===== config.mk =====
export PLATFORM = sky130hd
export DESIGN_NAME = mcos_size
export DESIGN_NICKNAME = d
export VERILOG_FILES = /design/src/hdl/mcos_pkg.sv /design/src/hdl/mcos_size.sv
export SDC_FILE = /design/constraint.sdc
export NUM_CORES = 1
export LEC_CHECK = 0
export ABC_AREA = 1
export BUFFER_PORTS_ARGS = -buffer_cell sky130_fd_sc_hd__buf_4
export CELL_PAD_IN_SITES_DETAIL_PLACEMENT = 1
export CELL_PAD_IN_SITES_GLOBAL_PLACEMENT = 2
export CORE_MARGIN = 8
export CORE_UTILIZATION = 33
export CTS_CLUSTER_DIAMETER = 50
export DETAILED_ROUTE_END_ITERATION = 8
export PLACE_DENSITY = 0.88
export RECOVER_POWER = 50
export SYNTH_ARGS = -nofsm -noshare
export SYNTH_HDL_FRONTEND = slang
export SYNTH_SLANG_ARGS = --single-unit

===== constraint.sdc =====
create_clock -name i_clk -period 6.2 [get_ports i_clk]
set_input_delay 0.62 -clock i_clk [delete_from_list [all_inputs] [get_ports i_clk]]
set_output_delay 0.62 -clock i_clk [all_outputs]
set_load 0.01 [all_outputs]

===== src/hdl/mcos_pkg.sv =====
`default_nettype none

package mcos_pkg;

    localparam int DIM_W  = 15;
    localparam int LVL_W  = 4;
    localparam int CLS_W  = 2;
    localparam int BYTE_W = 31;

    localparam int DEF_MAX_DIM   = 16384;
    localparam int DEF_MAX_LEVEL = 15;

    localparam int DIM_LIMIT = 32767;
    localparam int LVL_LIMIT = 15;

    localparam logic [CLS_W-1:0] CLS_RGBA8 = 2'd0;
    localparam logic [CLS_W-1:0] CLS_BLK8  = 2'd1;
    localparam logic [CLS_W-1:0] CLS_BLK16 = 2'd2;

    typedef struct packed {
        logic [DIM_W-1:0] base_width;
        logic [DIM_W-1:0] base_height;
        logic [LVL_W-1:0] level;
        logic [CLS_W-1:0] block_class;
    } t_req;

    typedef struct packed {
        logic [BYTE_W-1:0] byte_offset;
        logic [BYTE_W-1:0] byte_size;
        logic [DIM_W-1:0]  level_width;
        logic [DIM_W-1:0]  level_height;
    } t_rsp;

    typedef struct packed {
        logic              valid;
        logic [LVL_W-1:0]  rem;
        logic [CLS_W-1:0]  cls;
        logic [DIM_W-1:0]  w;
        logic [DIM_W-1:0]  h;
        logic [BYTE_W-1:0] offset;
    } t_stage;

    function automatic logic [BYTE_W:0] level_bytes(
        input logic [DIM_W-1:0] w,
        input logic [DIM_W-1:0] h,
        input logic [CLS_W-1:0] cls
    );
        logic [13:0]       bw;
        logic [13:0]       bh;
        logic [27:0]       nblk;
        logic [29:0]       npix;
        logic [BYTE_W:0]   p;
        bw   = 14'((16'(w) + 16'd3) >> 2);
        bh   = 14'((16'(h) + 16'd3) >> 2);
        nblk = 28'(bw) * 28'(bh);
        npix = 30'(w) * 30'(h);
        case (cls)
            CLS_BLK8:  p = {1'b0, nblk, 3'b000};
            CLS_BLK16: p = {nblk, 4'b0000};
            default:   p = {npix, 2'b00};
        endcase
        return p;
    endfunction

    function automatic logic [BYTE_W-1:0] sat_bytes(input logic [BYTE_W:0] b);
        return b[BYTE_W] ? {BYTE_W{1'b1}} : b[BYTE_W-1:0];
    endfunction

    function automatic logic [BYTE_W-1:0] sat_add(
        input logic [BYTE_W-1:0] a,
        input logic [BYTE_W:0]   b
    );
        logic [BYTE_W+1:0] s;
        s = (BYTE_W+2)'(a) + (BYTE_W+2)'(b);
        return (s[BYTE_W+1:BYTE_W] != 2'b00) ? {BYTE_W{1'b1}} : s[BYTE_W-1:0];
    endfunction

    function automatic logic [DIM_W-1:0] halve(input logic [DIM_W-1:0] d);
        return (d > DIM_W'(1)) ? (d >> 1) : DIM_W'(1);
    endfunction

endpackage

`default_nettype wire


===== src/hdl/mcos_size.sv =====
`default_nettype none

module mcos_size (
    input  wire logic            i_clk,
    input  wire logic            i_rst_n,
    input  mcos_pkg::t_stage     i_stage,
    output logic                 o_valid,
    output mcos_pkg::t_rsp       o_result
);

    logic              r_valid;
    mcos_pkg::t_rsp    r_result;
    mcos_pkg::t_rsp    n_result;

    always_comb begin
        n_result.byte_offset  = i_stage.offset;
        n_result.byte_size    = mcos_pkg::sat_bytes(
            mcos_pkg::level_bytes(i_stage.w, i_stage.h, i_stage.cls));
        n_result.level_width  = i_stage.w;
        n_result.level_height = i_stage.h;
    end

    always_ff @(posedge i_clk) begin
        r_result <= n_result;
        if (!i_rst_n) begin
            r_valid <= 1'b0;
        end else begin
            r_valid <= i_stage.valid;
        end
    end

    assign o_valid  = r_valid;
    assign o_result = r_result;

endmodule

`default_nettype wire


-- After elaboration in Yosys (flattened, before gate mapping)
Index checks and enable logic that the tools add are counted.
- output and inout port bits: 93
- logic and storage cells: 12
- register bits after elaboration: 93
- bits of input ports: 70
- add/subtract/negate cells: 2
- mux-type cells: 1
- equal/unequal tests: 2
- multiply operators: 2
- operators with widths (cell ; count):
    $pmux W32 S2 ; 1
    $add A15 B2 Y16 const B ; 2
    $mul A15 B15 Y30 ; 1
    $mul A14 B14 Y28 ; 1
    $eq A2 B1 Y1 const B ; 1
    $eq A2 B2 Y1 const B ; 1

-- Logic depth before layout (Yosys ltp)
- depth after elaboration: 3
- mapped depth: 42
- gate-level depth less buffers: 38

-- Worst setup path before layout
OpenSTA, ideal clock, no wires.
- path kind: input port to flip-flop
- start: input i_stage[32] (netlist name)
- end: register r_result, in the netlist o_result[34]
- path buffers: 4
- library setup time: 0.121 ns
- stages on the path: 39
- data required time: 6.079 ns
- data arrival time: 6.349 ns
- path slack: -0.270 ns
- cell sequence: buf_4 inv_2 nand2_2 nand2_2 nor2_4 inv_2 nor2_4 nand2_2 nor2_2 inv_2 nand2_1 buf_2 nor2_1 fa_1 inv_1 fa_1 inv_1 fa_1 (+3 left out) fa_1 inv_1 fa_1 inv_1 ha_1 nand2_1 nor2_2 nand3_1 nand3_1 nand2_1 nand3_1 nand2_1 nand3_1 nand2_1 inv_2 buf_4 buf_6 nand2_1
- cells in the longest elaborated chain, start to end: 3
- elaborated cells on any way between the ends: 4
- classes of those cells: 1 x add/sub; 2 x mul; 1 x mux
- ends and longest elaborated chain (what ; RTL line ; RTL):
    from (decl) ; mcos_size.sv:6 ; input mcos_pkg::t_stage i_stage,
    $add A15 B2 Y16 ; mcos_pkg.sv:54 ; bh = 14'((16'(h) + 16'd3) >> 2);
    $mul A14 B14 Y28 ; mcos_pkg.sv:55 ; nblk = 28'(bw) * 28'(bh);
    $pmux W32 S2 (*) ; mcos_pkg.sv:57 ; case (cls)
    to (signal assigned) ; mcos_size.sv:24 ; r_result <= n_result;
    to (decl) ; mcos_size.sv:12 ; mcos_pkg::t_rsp r_result;
Mark *: on every way between the ends. The rest lies on a longest branch, timed or not.
A chain may end at the register's enable or synchronous reset.

-- Worst setup path in the final report
- start: input i_stage[32] (netlist name)
- end: register r_result, in the netlist o_result[55]
Same word-level chain as after synthesis.

==> impl_metrics.yaml <==
drt:
  drt-initial-drc-count: 813
  vias: 16678
  route.detailed.vias_per_inst: 4.76
  drtAntennaViolNets: 0
  post_drt_wl_per_cell_um: 18.4
  drc: 0
  routed_wl_um: 64500
  drt_pass1_iterations: 5
placed_design:
  hpwl_um: 55900
  rd_place_congestion: 0.921
  post-place-cells: 3462
  post-place-ws_ns: -0.736
  place.port_buffers: 158
  placed_area_um2: 21600
clock_tree:
  numClockSinks: 92
  clock_tree.buffer_depth: 2
  tritoncts.num_buffers: 9
  cts_tree: "yes"
  cts.root.buffer_cell: "clkbuf_16"
  clkTransAtPathRegs_ns: 0.07
  post_cts_hold_buffer_count: 0
  cts_max_level: 3
grt:
  grt_pass1_vias: 18829
  grt_max_degree: 25
  groute.usage.overall: 0.208
  global_route_wire_length_before_repair_um: 104000
  grt_antenna_before_repair: 0
  grt_remaining_overflow: 0
floorplan:
  design.die.area_um2: 62600
  floorplan.die.width_um: 250
  floorplan.initialDensity: 0.331
  floorplan.core_area_um2: 54700
  io_pins: 163
  fp.dieH_um: 250
  core.rowCount: 86
sta:
  worst_slack_ns: -0.119
  rsz_0062_raised_after_global_routing: "true"
  finalSetupViolations: 29
  final.period_utilization: 1.02
  finalHoldViolCount: 0
  post-route-min-period_ns: 6.32
  final_max_slew_viol_count: 0
  max_slew.worst_pin.slew_ns: 1.14
  max_slew_margin: 0.240
  max_freq_mhz: 158
  tightest_hold_margin_ns: 0.354
run:
  max-cap-violations: 0
yosys:
  synth_seq_area_share: 0.102
  postSynthAreaPerCell_um2: 7.37
  ys_ff_latch: 92
  synth-warning-count: 0
  synth.distinct_cells: 42
  netlist.area_leader.share: 0.341
  post_synth_instance_area_um2: 18100
  mappedNetlistNets: 3022
  netlist_instances: 2456
  yosys-top-cells-area: "fa_1 34%, nand2_1 15%, ha_1 13%"
  synth_area_leader_cell: "fa_1"
critical_path:
  critPathMostFrequentCell: "fa_1"
  cp.required_ns: 6.48
  cp.arrival_ns: 6.60
  crit_buf_inv: 9
  timing_worst_setup_path_type: "input pin to flop"
  worstSetupStartpoint: "i_stage[32]"
  critPathCaptureType: "flop"
  total_number_of_cells_along_the_worst_setup_path: 35
  crit_path_max_fanout: 4
  setup.worst_path.end: "o_result[55]$_SDFF_PP1_"
  largest_stage_delay_worst_path_ns: 0.58
  critPathTopFamily: "adder cells"
  timing.critical_path.slowest_stage_cell: "fa_1"
  worst_setup_path_start_kind: "input pin"
layout:
  proportion_of_layout_cells_with_a_drive_suffix_above_1: 0.229
  n_antenna_cell: 0
  post-route-cell-area_um2: 22800
  nNetsFinal: 3364
  syn2layout_area_growth_pct: 25.9
  stdcell_count: 3507
  fill_cells: 6818
status:
  violated_checks: "negative setup slack"
  status: "finished with violations"
hold_path:
  path_class_of_the_lowest_slack_min_delay_path: "input pin to flop"
==> layout make-up <==
cell class	count	area [um2]	area share
multi-input cells	1683	14300	0.629
clock buffers	9	225	0.00988
inverters	602	2290	0.101
clock inverters	7	55.1	0.00242
flip-flops and latches	92	1840	0.0808
repair buffers	410	3150	0.138
well taps	704	881	0.0387
==> metrics by stage <==
step / TNS [ns] / utilization
finish: -2.00 / 0.417
global route: -8.92 / 0.417
CTS: -4.65 / 0.408
detailed placement: -20.97 / 0.395
global placement: -16.13 / 0.395
floorplan: -1.44 / -
==> kinds of logic (layout without fill, tap and decap cells) <==
| logic type | after synthesis | after routing | synth area share |
|---|---|---|---|
| AO/OA/AOI/OAI | 74 | 74 | 0.0225 |
| adder cells (fa/ha/maj) | 496 | 496 | 0.471 |
| AND/OR/NAND/NOR | 1092 | 1092 | 0.249 |
| flip-flops | 92 | 92 | 0.102 |
| buffers and inverters | 681 | 1028 | 0.145 |
| XOR/XNOR | 21 | 21 | 0.0110 |
==> worst min-delay path by stage <==
| stage | startpoint | endpoint | cells past startpoint |
|---|---|---|---|
| global placement | i_stage[29] | o_result[90]$_DFF_P_ | 1 |
| floorplan | i_stage[31] | o_result[0]$_DFF_P_ | 0 |
| finish | i_stage[18] | o_result[79]$_DFF_P_ | 1 |
| detailed placement | i_stage[0] | o_result[61]$_DFF_P_ | 1 |
| global route | i_stage[7] | o_result[68]$_DFF_P_ | 1 |
| CTS | i_stage[7] | o_result[68]$_DFF_P_ | 1 |
==> cells in the final DEF (no fill, tap or decap), drive strengths merged <==
cell        n
buf       371
fa        308
a21o        1
o21a        1
and2        2
nand4      14
nor2      209
o21ai      18
a211oi      1
dfxtp      92
nor4        1
nand3b     12
o21bai      5
nand3     103
or2        12
a221oi      4
clkbuf     48
xnor2       6
clkinvlp    1
nand2     733
a21oi      43
clkinv      7
nor3        6
inv       601
ha        188
a22oi       1
xor2       15
==> Yosys cell counts <==
master / instances
xnor2_2: 1
nor3_1: 4
buf_1: 2
xor2_1: 14
ha_1: 188
nor2_4: 4
buf_2: 15
dfxtp_1: 92
a21o_1: 1
a21oi_1: 43
nand4_4: 2
clkbuf_1: 53
a211oi_1: 1
inv_2: 16
nand3_4: 1
inv_4: 2
nor3_4: 2
nor2_2: 4
nand4_1: 11
xor2_2: 1
xnor2_1: 5
nand4_2: 1
inv_1: 580
a22oi_1: 1
and2_1: 2
buf_4: 8
o21a_1: 1
fa_1: 308
nand3_1: 102
nor2_8: 1
or2_2: 12
o21ai_0: 18
nand2_8: 1
nand2_1: 726
nor2_1: 200
nand2_2: 6
nand3b_1: 12
clkinv_1: 4
a221oi_1: 4
buf_6: 1
nor4_1: 1
o21bai_1: 5
==> timing repair <==
item,CTS,global route
resized for setup,88,129
setup endpoints to repair,30,30
pin swaps,44,95
buffers inserted,17,12
gates cloned,3,0
==> layer usage <==
layer | GRT usage | wire, um
met1 | 0.276 | 29200
met4 | 0.0579 | 1580
met3 | 0.0394 | 3670
met2 | 0.346 | 30000
met5 | 0 | 0
==> registers in the layout (all words and copies together), names as in the netlist <==
signal	count
o_result	91
o_valid	1
Power is not shown: default switching activity piles up to over one toggle a cycle in this logic, so the estimate is an artifact.
