## config.mk

```make
export PLATFORM = sky130hd
export DESIGN_NAME = mcos_cell
export DESIGN_NICKNAME = d
export VERILOG_FILES = /design/src/hdl/mcos_pkg.sv /design/src/hdl/mcos_cell.sv
export SDC_FILE = /design/constraint.sdc
export NUM_CORES = 1
export LEC_CHECK = 0
export BUFFER_PORTS_ARGS = -buffer_cell sky130_fd_sc_hd__buf_2
export CORE_UTILIZATION = 30
export CTS_CLUSTER_DIAMETER = 30
export DETAILED_ROUTE_END_ITERATION = 6
export GPL_ROUTABILITY_DRIVEN = 0
export GPL_TIMING_DRIVEN = 0
export PLACE_DENSITY = 0.44
export RECOVER_POWER = 50
export SLEW_MARGIN = 20
export SYNTH_ARGS = -nofsm -noshare
export SYNTH_HDL_FRONTEND = slang
export SYNTH_SLANG_ARGS = --single-unit
```

## constraint.sdc

```tcl
create_clock -name i_clk -period 17.75 [get_ports i_clk]
set_clock_uncertainty 0.2 [all_clocks]
set_input_delay 0.8875 -clock i_clk [delete_from_list [all_inputs] [get_ports i_clk]]
set_output_delay 0.8875 -clock i_clk [all_outputs]
set_load 0.01 [all_outputs]
```

## src/hdl/mcos_pkg.sv

```systemverilog
`default_nettype none

package mcos_pkg;

    localparam int DIM_W  = 15;
    localparam int LVL_W  = 4;
    localparam int CLS_W  = 2;
    localparam int BYTE_W = 31;

    localparam int DEF_MAX_DIM   = 16384;
    localparam int DEF_MAX_LEVEL = 15;

    localparam int DIM_LIMIT = 32767;
    localparam int LVL_LIMIT = 15;

    localparam logic [CLS_W-1:0] CLS_RGBA8 = 2'd0;
    localparam logic [CLS_W-1:0] CLS_BLK8  = 2'd1;
    localparam logic [CLS_W-1:0] CLS_BLK16 = 2'd2;

    typedef struct packed {
        logic [DIM_W-1:0] base_width;
        logic [DIM_W-1:0] base_height;
        logic [LVL_W-1:0] level;
        logic [CLS_W-1:0] block_class;
    } t_req;

    typedef struct packed {
        logic [BYTE_W-1:0] byte_offset;
        logic [BYTE_W-1:0] byte_size;
        logic [DIM_W-1:0]  level_width;
        logic [DIM_W-1:0]  level_height;
    } t_rsp;

    typedef struct packed {
        logic              valid;
        logic [LVL_W-1:0]  rem;
        logic [CLS_W-1:0]  cls;
        logic [DIM_W-1:0]  w;
        logic [DIM_W-1:0]  h;
        logic [BYTE_W-1:0] offset;
    } t_stage;

    function automatic logic [BYTE_W:0] level_bytes(
        input logic [DIM_W-1:0] w,
        input logic [DIM_W-1:0] h,
        input logic [CLS_W-1:0] cls
    );
        logic [13:0]       bw;
        logic [13:0]       bh;
        logic [27:0]       nblk;
        logic [29:0]       npix;
        logic [BYTE_W:0]   p;
        bw   = 14'((16'(w) + 16'd3) >> 2);
        bh   = 14'((16'(h) + 16'd3) >> 2);
        nblk = 28'(bw) * 28'(bh);
        npix = 30'(w) * 30'(h);
        case (cls)
            CLS_BLK8:  p = {1'b0, nblk, 3'b000};
            CLS_BLK16: p = {nblk, 4'b0000};
            default:   p = {npix, 2'b00};
        endcase
        return p;
    endfunction

    function automatic logic [BYTE_W-1:0] sat_bytes(input logic [BYTE_W:0] b);
        return b[BYTE_W] ? {BYTE_W{1'b1}} : b[BYTE_W-1:0];
    endfunction

    function automatic logic [BYTE_W-1:0] sat_add(
        input logic [BYTE_W-1:0] a,
        input logic [BYTE_W:0]   b
    );
        logic [BYTE_W+1:0] s;
        s = (BYTE_W+2)'(a) + (BYTE_W+2)'(b);
        return (s[BYTE_W+1:BYTE_W] != 2'b00) ? {BYTE_W{1'b1}} : s[BYTE_W-1:0];
    endfunction

    function automatic logic [DIM_W-1:0] halve(input logic [DIM_W-1:0] d);
        return (d > DIM_W'(1)) ? (d >> 1) : DIM_W'(1);
    endfunction

endpackage

`default_nettype wire

```

## src/hdl/mcos_cell.sv

```systemverilog
`default_nettype none

module mcos_cell (
    input  wire logic            i_clk,
    input  wire logic            i_rst_n,
    input  mcos_pkg::t_stage     i_stage,
    output mcos_pkg::t_stage     o_stage
);

    mcos_pkg::t_stage r_stage;
    mcos_pkg::t_stage n_stage;

    always_comb begin
        n_stage = i_stage;
        if (i_stage.rem != '0) begin
            n_stage.offset = mcos_pkg::sat_add(i_stage.offset,
                mcos_pkg::level_bytes(i_stage.w, i_stage.h, i_stage.cls));
            n_stage.w      = mcos_pkg::halve(i_stage.w);
            n_stage.h      = mcos_pkg::halve(i_stage.h);
            n_stage.rem    = i_stage.rem - mcos_pkg::LVL_W'(1);
        end
    end

    always_ff @(posedge i_clk) begin
        if (!i_rst_n) begin
            r_stage <= '0;
        end else begin
            r_stage <= n_stage;
        end
    end

    assign o_stage = r_stage;

endmodule

`default_nettype wire

```

# Word-level counts from Yosys, hierarchy flattened
# Index checks and enable logic that the tools add are counted.
classes:
  n_addsub: 4
  n_mul: 2
  div: 0
  order_cmp: 2
  n_eq_ne: 2
  shifts: 0
  mux: 7
  n_bitwise: 0
  reduce_logical: 2
op_table:
  columns: ["op", "n"]
  rows:
  - ["one-hot mux 32 bit (2 select lines)", 1]
  - ["2-to-1 mux 61 bit", 1]
  - ["adder 31 x 32 -> 33 bit", 1]
  - ["adder 15 x 2 -> 16 bit (second input constant)", 2]
  - ["2-to-1 mux 32 bit", 1]
  - ["2-to-1 mux 31 bit", 1]
  - ["greater-than comparator 15 x 1 -> 1 bit (second input constant)", 2]
  - ["multiplier 15 x 15 -> 30 bit", 1]
  - ["multiplier 14 x 14 -> 28 bit", 1]
  - ["2-to-1 mux 14 bit", 2]
  - ["2-to-1 mux 4 bit", 1]
  - ["nonzero test 4 bit", 1]
  - ["subtractor 4 x 1 -> 4 bit (second input constant)", 1]
  - ["equality test 2 x 1 -> 1 bit (second input constant)", 1]
  - ["equality test 2 bit (second input constant)", 1]
  - ["nonzero test 2 bit", 1]
word_totals:
  reg_bits: 68
  latch_bits: 0
  ramBits: 0
  romBits: 0
  in_bits: 70
  out_inout_bits: 68
  memories: 0

# Longest topological paths before layout
# Gate-level depths: netlist (run 1).
logic_depth:
  word_depth: 8
  depth_mapped: 43

# Worst setup path after synthesis (run 1)
# No wires, ideal clock.
synth_path:
  path_type: "input to register"
  start: "in i_stage[32] (netlist bit)"
  end: "reg r_stage, in the netlist o_stage[10]"
  setup_ns: 0.074
  arrival_ns: 9.804
  path_slack_ns: 7.672
  path_stages: 41
  path_cell_list: "o21ai_1 -> nor2_2 -> and4_1 -> clkbuf_2 -> and4_1 -> buf_2 -> nand3_2 -> nor2_4 -> nand2_1 -> xnor2_2 -> nand2_1 -> fa_1 -> fa_1 -> inv_1 -> fa_1 -> fa_1 -> fa_1 -> inv_1 -> (+5 left out) -> a21oi_1 -> nor2_1 -> a41o_1 -> o21ai_0 -> xor2_1 -> a221oi_1 -> a21oi_1 -> ha_1 -> nand4_1 -> nor2_1 -> a32oi_1 -> and3_1 -> a211o_1 -> a2bb2oi_1 -> nor2b_1 -> mux2_4 -> buf_6 -> a31oi_2"
synth_between:
  elab_chain_len: 8
  elab_cells_between_ends: 9
synth_rtl:
  columns: ["element", "line", "rtl"]
  rows:
  - ["start, declared", "mcos_cell.sv:6", "input mcos_pkg::t_stage i_stage,"]
  - ["adder 15 x 2 -> 16 bit", "mcos_pkg.sv:54", "bh = 14'((16'(h) + 16'd3) >> 2);"]
  - ["multiplier 14 x 14 -> 28 bit", "mcos_pkg.sv:55", "nblk = 28'(bw) * 28'(bh);"]
  - ["one-hot mux 32 bit (2 select lines) (*)", "mcos_pkg.sv:57", "case (cls)"]
  - ["2-to-1 mux 32 bit (*)", "mcos_cell.sv:15", "if (i_stage.rem != '0) begin"]
  - ["adder 31 x 32 -> 33 bit (*)", "mcos_pkg.sv:74", "s = (BYTE_W+2)'(a) + (BYTE_W+2)'(b);"]
  - ["nonzero test 2 bit", "mcos_pkg.sv:75", "return (s[BYTE_W+1:BYTE_W] != 2'b00) ? {BYTE_W{1'b1}} : s[BYTE_W-1:0];"]
  - ["2-to-1 mux 31 bit (*)", "mcos_pkg.sv:75", null]
  - ["2-to-1 mux 61 bit (*)", "mcos_cell.sv:15", null]
  - ["end signal, assigned", "mcos_cell.sv:28", "r_stage <= n_stage;"]
  - ["end, declared", "mcos_cell.sv:10", "mcos_pkg::t_stage r_stage;"]
# Mark *: on every way between the ends. The rest lies on a longest branch, timed or not. The select of a mux whose other input is x is not followed.
# A chain may end at the register's enable or synchronous reset.

# Worst setup path in the final report (run 1)
layout_path:
  start: "in i_stage[31] (netlist bit)"
  end: "reg r_stage, in the netlist o_stage[9]"
# Same word-level chain as after synthesis.

==> results of run 1 <==
## stage by stage
step,utilization,setup slack (ns)
finish,0.336,5.65
global route,0.336,5.16
CTS,0.338,5.80
detailed placement,0.333,5.46
global placement,0.332,5.50
floorplan,-,7.67
## Yosys cell counts (10+ instances only)
cell	count	area, µm²
o21ai_0	70	350
o21a_1	12	90.1
nand4_1	12	75.1
dfxtp_1	68	1360
a21boi_0	30	225
fa_1	309	6190
xnor2_1	67	587
nor3_1	18	90.1
a21oi_1	89	445
a211oi_1	17	128
nand2_1	345	1290
ha_1	218	2730
a221oi_1	20	175
clkbuf_1	75	282
nand3_1	18	90.1
and2_1	104	651
o21ai_1	11	55.1
xor2_1	46	403
nor2_1	131	492
buf_2	10	50.1
inv_1	342	1280
buf_1	24	90.1
a21o_1	23	173
a31oi_2	25	313
## how the worst max path moves through the flow
stage | start | endpoint | depth (start not counted)
after floorplan | i_stage[32] | o_stage[10] | 41
after global placement | i_stage[31] | o_stage[8] | 41
after detailed placement | i_stage[31] | o_stage[8] | 41
after CTS | i_stage[31] | o_stage[8] | 41
after global routing | i_stage[31] | o_stage[8] | 41
final | i_stage[31] | o_stage[9] | 41
## final cells by class
type                       instances  area [µm²]
buffer                           115         473
fill                            6645       41100
tap                              837        1050
sequential                        68        1360
multi-input combinational       1709       15800
timing repair buffer             135         596
clock inverter                     6        71.3
clock buffer                      10         239
antenna                            2        5.00
inverter                         343        1290
## critical path: cells and delay by family
family,cells,cell delay (ns)
adders and majority gates,8,3.94
AOI/OAI and AO/OA,12,3.15
and+or+nand+nor,11,1.83
buffers and inverters,7,1.08
xor gates and xnor gates,2,0.96
muxes,1,0.24
## layout by cell type (no fill, tap or decap), types with 12 or more instances in the layout
cell and count:
clkbuf_1 139, nand4_1 12, nor2_1 131, a31oi_2 25, inv_1 342, nand2_1 345
a211oi_1 17, and2_1 104, a21boi_0 30, buf_1 24, ha_1 218, o21a_1 12
buf_2 81, dfxtp_1 68, nor3_1 18, fa_1 309, nand3_1 18, a21oi_1 89
xor2_1 46, a221oi_1 20, a21o_1 23, xnor2_1 65, o21ai_0 70
## kinds of logic (layout without fill, tap and decap cells)
| logic type | Yosys count | in the layout | synth area share |
|---|---|---|---|
| AO/OA/AOI/OAI | 373 | 373 | 0.138 |
| XOR/XNOR | 115 | 115 | 0.0542 |
| adder cells (fa/ha/maj) | 527 | 527 | 0.473 |
| buffers and inverters | 458 | 609 | 0.0934 |
| flip-flops | 68 | 68 | 0.0722 |
| multiplexers | 4 | 4 | 0.00239 |
| other | 0 | 2 | 0 |
| AND/OR/NAND/NOR | 690 | 690 | 0.167 |
## per-layer routing
metal / track usage / wire [µm] / up-vias
met5: 0 / 0 / -
met4: 0.0348 / 799 / 0
met3: 0.0299 / 4180 / 38
met2: 0.349 / 30400 / 480
met1: 0.311 / 31600 / 8122
li1: - / - / 7464
==> qor.yml, run 1 <==
globalRouteOverflowTotal: 0
dieArea_um2: 63900
vias: 16100
cts-resized-gates: 0
dp.cells: 3207
cp.arrival_ns: 12.08
antenna_left: 0
crit_type: "input pin to flip-flop"
max_stage_delay_ns: 0.69
drive_gt1_frac: 0.0683
setup_tns_ns: 0
synth_edf_count: 0
largest_reg_flops: 68
cp-start-kind: "input pin"
grt_max_degree: 14
synth-async-reset-ratio: 0
status: "complete, no violations"
cts_tree: "done"
antenna_found_initial: 3
drc_errors: 0
core_region_area_um2: 61900
min_to: "o_stage[0]"
cts_made_buffers: 9
areaGrowthSynthToFinish_pct: 10.5
h-tree-depth: 3
hold_viol: 0
synth_cell_types: 77
cap_violations: 0
period_share: 0.681
grt_pass1_wl_mm: 104
synth_seq_area_share: 0.0722
drv_slew: 0
die_height_um: 253
fin_area_um2: 20800
clock-root-buffer: "clkbuf_16"
wl_per_cell_um: 20.8
clk_pin_slew_ns: 0.06
ctsLongestPathBuffers: 2
rsz0062_at_grt: "no"
ys_seq_elements: 68
final_cells: 3225
clock.fmax_ghz: 0.0827
dr.first_iter.drc_count: 1010
relSlewSlack: 0.182
cts_sinks: 68
dpl-instance-area_um2: 20600
initial_core_util: 0.304
fin_crit_ns: 12.10
dr.pass1.iters: 5
hpwl_mm: 56.9
syn_avg_cell_area_um2: 8.44
setup_violations: 0
critPathMaxFanout: 10
rows: 91
dieWidth_um: 253
holdBufCountCts: 0
syn_inst: 2235
yosys_warnings: 0
hp-class: "input pin to flip-flop"
min-delay-start: "i_stage[0]"
io_buffer_count: 135
whs_ns: 0.545
grt_pass1_vias: 16900
holdPathStages: 3
ys.flop_type: "dfxtp_1"
vias_per_cell: 4.99
crit_required_ns: 17.74
wl_mm: 67.0
worst_pin_slew_ns: 1.22
io_pins: 138
synth.cell_area_um2: 18900
track_usage: 0.217
fin_nets: 2978
synth.net_count: 2832
end_kind: "flip-flop"
crit_top_cell: "fa_1"
post_cts_buffers: 0
cpMaxStageDelayCell: "xor2_1"
Power of run 1 is not shown: default switching activity piles up to over one toggle a cycle in this logic, so the estimate is an artifact.
==> run 2, diff against run 1 <==
PLACE_DENSITY = 0.46   (was 0.44)
clock period = 10.8 ns   (was 17.75 ns; I/O delays follow)
==> run 2 against run 1 <==
  * Global-route usage fell by 0.31 points
  * Sequential share of layout area down 0.15 points
  * Worst setup slack lost 5.3 ns
  * Critical path depth down 7
  * Count of clock-buffer cells in the layout is 1 lower
  * Via count rose by 1.1%
  * Utilization rose by 0.77 points
  * First-iteration DRC count fell by 2.7%
  * Largest cell class unchanged
  * Final cell count increased by 0.37%
  * Critical path type unchanged
  * Routed wire length fell by 0.98%
  * Die area stayed put
  * Non-clock buffer count up 13
==> qor.yml, run 2 (synthesis gave the netlist of run 1 again) <==
grt_util_met2: 0.343  # was 0.349
crit_required_ns: 10.87  # was 17.74 ns
max_stage_delay_ns: 0.61  # was 0.69 ns
critPathMaxFanout: 10  # unchanged
hpwl_mm: 56.4  # was 56.9 mm
wl_per_cell_um: 20.5  # was 20.8 µm
largest_reg_flops: 68  # unchanged
rows: 91  # unchanged
end_kind: "flip-flop"  # unchanged
clock.fmax_ghz: 0.0955
cp_num_buf_inv: 6  # was 7
cp-start-kind: "input pin"  # unchanged
wl_mm: 66.3  # was 67.0 mm
core_region_area_um2: 61900  # unchanged
vias_per_cell: 5.03  # was 4.99
holdBufCountCts: 0  # unchanged
period_share: 0.969
clock-root-buffer: "clkbuf_16"  # unchanged
whs_ns: 0.179  # was 0.545 ns
drc_errors: 0  # unchanged
vias: 16300  # was 16100
fin_crit_ns: 10.47
worst_pin_slew_ns: 1.29  # was 1.22 ns
gr-usage-met3: 0.0321  # was 0.0299
hp-class: "input pin to flip-flop"  # unchanged
globalRouteOverflowTotal: 0  # unchanged
grt_pass1_vias: 16900  # about the same
setup_tns_ns: 0  # unchanged
areaGrowthSynthToFinish_pct: 13.0  # was 10.5%
ctsLongestPathBuffers: 2  # unchanged
initial_core_util: 0.304  # unchanged
track_usage: 0.213  # was 0.217
h-tree-depth: 3  # unchanged
drv_slew: 0  # unchanged
grt_max_degree: 15  # was 14
min_to: "o_stage[1]"  # was o_stage[0]
crit_top_cell: "fa_1"  # unchanged
antenna_found_initial: 2  # was 3
dr.pass1.iters: 7  # was 5
antenna_left: 0  # unchanged
final_cell_mix: "nand2_1, inv_1, fa_1"  # unchanged
fin_nets: 2991  # was 2978
dieArea_um2: 63900  # unchanged
die_height_um: 253  # unchanged
clk_pin_slew_ns: 0.06  # about the same
relSlewSlack: 0.138  # was 0.182
cpMaxStageDelayCell: "clkbuf_1"  # was xor2_1
cp.arrival_ns: 10.54  # was 12.08 ns
crit_family: "adder cells"  # unchanged
cts_tree: "done"  # unchanged
hold_viol: 0  # unchanged
cts_made_buffers: 9  # unchanged
dr.first_iter.drc_count: 983  # was 1010
status: "complete, no violations"  # unchanged
crit_type: "input pin to flip-flop"  # unchanged
nFillCells: 6613  # was 6645
io_pins: 138  # unchanged
io_buffer_count: 135  # unchanged
use_met1: 0.300  # was 0.311
dieWidth_um: 253  # unchanged
cap_violations: 0  # unchanged
grt_pass1_wl_mm: 102  # was 104 mm
top_usage_layer: "met2"  # unchanged
min-delay-start: "i_stage[1]"  # was i_stage[0]
drive_gt1_frac: 0.0930  # was 0.0683
setup_violations: 0  # unchanged
cts_sinks: 68  # unchanged
utilization: 0.344  # was 0.336
final_common_cell: "nand2_1"  # unchanged
holdPathStages: 3  # unchanged
## run 2: cell count changes in the layout (fill, tap and decap cells not counted), sizes merged
| cell | delta |
|---|---|
| diode | -1 |
| inv | +1 |
| buf | +12 |
| clkinvlp | -2 |
| clkinv | +2 |
## run 2: what timing repair did
| item | in CTS | in global routing |
|---|---|---|
| gates cloned | 0 | 0 |
| pin swaps | 5 | 10 |
| setup endpoints to repair | 31 | 31 |
| endpoints found under the hold margin | 0 | 0 |
| resized for setup | 21 | 45 |
| buffers inserted | 6 | 8 |
## run 2: final cells by class
cell class,instances,area [µm²],area share
Tap cell,837,1050,0.0492
Antenna cell,1,2.50,0.000117
Inverter,343,1290,0.0604
Clock buffer,9,225,0.0106
Sequential cell,68,1360,0.0639
Buffer,114,480,0.0225
Clock inverter,7,82.6,0.00388
Multi-Input combinational cell,1709,16100,0.756
Timing Repair Buffer,149,716,0.0336
## run 2: worst max path at each step
stage | from | slack (ns) | end | cells after the start
final | i_stage[48] | 0.33 | o_stage[4] | 34
after global routing | i_stage[46] | -0.03 | o_stage[6] | 41
after CTS | i_stage[31] | 0.04 | o_stage[6] | 42
after detailed placement | i_stage[31] | -1.01 | o_stage[6] | 41
after global placement | i_stage[31] | -1.03 | o_stage[6] | 41
after floorplan | i_stage[32] | 1.07 | o_stage[10] | 41
## run 2: metrics by stage
stage	instance area (µm²)	worst slack (ns)	cells
finish	21300	0.333	3237
global route	21300	-0.0318	3236
CTS	21100	0.0422	3229
detailed placement	20600	-1.01	3207
global placement	20600	-1.03	3207
floorplan	18900	1.07	2235
## run 2: layer usage
| metal | wire, µm | part of all wire |
|---|---|---|
| met5 | 31 | 0.00047 |
| met4 | 1200 | 0.018 |
| met3 | 3920 | 0.059 |
| met2 | 30200 | 0.46 |
| met1 | 31000 | 0.47 |
Power of run 2 is left out for the same reason.
==> run 3, diff against run 2 <==
CORE_UTILIZATION = 40   (was 30)
PLACE_DENSITY = 0.58   (was 0.46)
==> run 3 against run 2 <==
  * Non-clock buffer count up 4
  * Sequential cell count unchanged
  * Maximum frequency up 0.68%
  * Design area down 1.4%
  * Global-route usage up 5.2 points
  * Hold slack worse by 0.0016 ns
  * Sequential share of layout area up 0.091 points
  * Count of clock-buffer cells in the layout up 2
  * Worst setup slack better by 0.070 ns
  * Critical path depth up 7
  * Utilization up 11 points
  * First-iteration DRC count up 18%
  * Critical path type unchanged
  * Highest routed layer unchanged
==> qor.yml, run 3 (synthesis gave the netlist of run 1 again) <==
cts_tree: "done"  # unchanged
use_met1: 0.362  # was 0.300
fin_crit_ns: 10.40  # was 10.47 ns
crit_family: "adder cells"  # unchanged
holdBufCountCts: 0  # unchanged
multi_input_area_um2: 16000  # was 16100 µm²
crit_required_ns: 10.79  # was 10.87 ns
relSlewSlack: 0.216  # was 0.138
dieArea_um2: 48000  # was 63900 µm²
vias: 16400  # was 16300
period_share: 0.963  # was 0.969
top_usage_layer: "met2"  # unchanged
final_common_cell: "nand2_1"  # unchanged
dr.pass1.iters: 5  # was 7
hpwl_mm: 51.2  # was 56.4 mm
cap_violations: 0  # unchanged
dr.first_iter.drc_count: 1159  # was 983
setup_violations: 0  # unchanged
cp_num_buf_inv: 8  # was 6
dieWidth_um: 219  # was 253 µm
final_cell_mix: "nand2_1, inv_1, fa_1"  # unchanged
min-delay-start: "i_stage[1]"  # unchanged
min_to: "o_stage[1]"  # unchanged
largest_reg_flops: 68  # unchanged
grt_pass1_vias: 16800  # was 16900
io_pins: 138  # unchanged
die_height_um: 219  # was 253 µm
end_kind: "flip-flop"  # unchanged
hp-class: "input pin to flip-flop"  # unchanged
cts_made_buffers: 9  # unchanged
core_region_area_um2: 46600  # was 61900 µm²
h-tree-depth: 3  # unchanged
crit_type: "input pin to flip-flop"  # unchanged
grt_pass1_wl_mm: 96.3  # was 102 mm
clk_pin_slew_ns: 0.06  # about the same
io_buffer_count: 135  # unchanged
antenna_found_initial: 3  # was 2
track_usage: 0.265  # was 0.213
hold_viol: 0  # unchanged
ctsLongestPathBuffers: 2  # unchanged
holdPathStages: 3  # unchanged
cpMaxStageDelayCell: "fa_1"  # was clkbuf_1
wl_mm: 61.1  # was 66.3 mm
vias_per_cell: 5.43  # was 5.03
antenna_left: 0  # unchanged
critPathMaxFanout: 10  # unchanged
drive_gt1_frac: 0.0924  # was 0.0930
status: "complete, no violations"  # unchanged
initial_core_util: 0.405  # was 0.304
grt_max_degree: 12  # was 15
rows: 79  # was 91
grt_util_met2: 0.415  # was 0.343
cp-start-kind: "input pin"  # unchanged
drc_errors: 0  # unchanged
wl_per_cell_um: 20.3  # was 20.5 µm
cp.arrival_ns: 10.39  # was 10.54 ns
clock-root-buffer: "clkbuf_16"  # unchanged
globalRouteOverflowTotal: 0  # unchanged
areaGrowthSynthToFinish_pct: 11.4  # was 13.0%
drv_slew: 0  # unchanged
fin_nets: 2995  # was 2991
place_ws_ns: -0.880  # was -1.01 ns
nFillCells: 4644  # was 6613
worst_slack_ns: 0.403  # was 0.333 ns
gr-usage-met3: 0.0658  # was 0.0321
clock.fmax_ghz: 0.0962  # was 0.0955 GHz
max_stage_delay_ns: 0.55  # was 0.61 ns
cts_sinks: 68  # unchanged
crit_top_cell: "fa_1"  # unchanged
worst_pin_slew_ns: 1.18  # was 1.29 ns
ff_latch_area_um2: 1360  # unchanged
## run 3: cell types whose count changed in the layout (fill, tap and decap cells not counted), moves of 3 or more
cell / previous run / this run
xnor2_1: 53 / 56
buf_4: 16 / 19
inv_6: 3 / 0
clkinv_4: 3 / 0
## run 3: final cells by class
class	count	share of cell area
multi-input cells	1709	0.763
flip-flops and latches	68	0.0648
inverters	343	0.0613
well taps	607	0.0362
repair buffers	152	0.0352
plain buffers	115	0.0239
clock buffers	11	0.0120
clock inverters	4	0.00345
diodes	1	0.000119
## run 3: per-stage QoR
stage / instance area (µm²) / setup TNS (ns) / utilization / hold slack (ns) / std cells
after global routing: 21000 / -0.205 / 0.451 / 0.184 / 3009
after CTS: 20700 / 0 / 0.445 / 0.162 / 2994
after detailed placement: 20300 / -24.64 / 0.436 / 0.549 / 2977
final: 21000 / 0 / 0.451 / 0.177 / 3010
after floorplan: 18900 / 0 / - / 0.453 / 2235
after global placement: 20300 / -21.75 / 0.436 / 0.544 / 2977
## run 3: repair_timing
action / CTS / global route
endpoints found under the hold margin: 0 / 0
setup endpoints to repair: 31 / 31
resized for setup: 15 / 49
setup buffers: 2 / 15
pin swaps: 3 / 16
## run 3: worst max-delay path by stage
stage | start | endpoint | slack [ns] | cells past startpoint
after floorplan | i_stage[32] | o_stage[10] | 1.07 | 41
after global placement | i_stage[31] | o_stage[9] | -0.77 | 41
after detailed placement | i_stage[31] | o_stage[9] | -0.88 | 41
after CTS | i_stage[31] | o_stage[9] | 0.004 | 42
after global routing | i_stage[31] | o_stage[9] | -0.04 | 41
final | i_stage[31] | o_stage[9] | 0.40 | 41
## run 3: metal layers
layer	vias to the layer above	routed length (µm)
li1	7503	-
met1	8032	26500
met2	712	27400
met3	99	5570
met4	6	1650
met5	-	38
Power of run 3 is left out for the same reason.
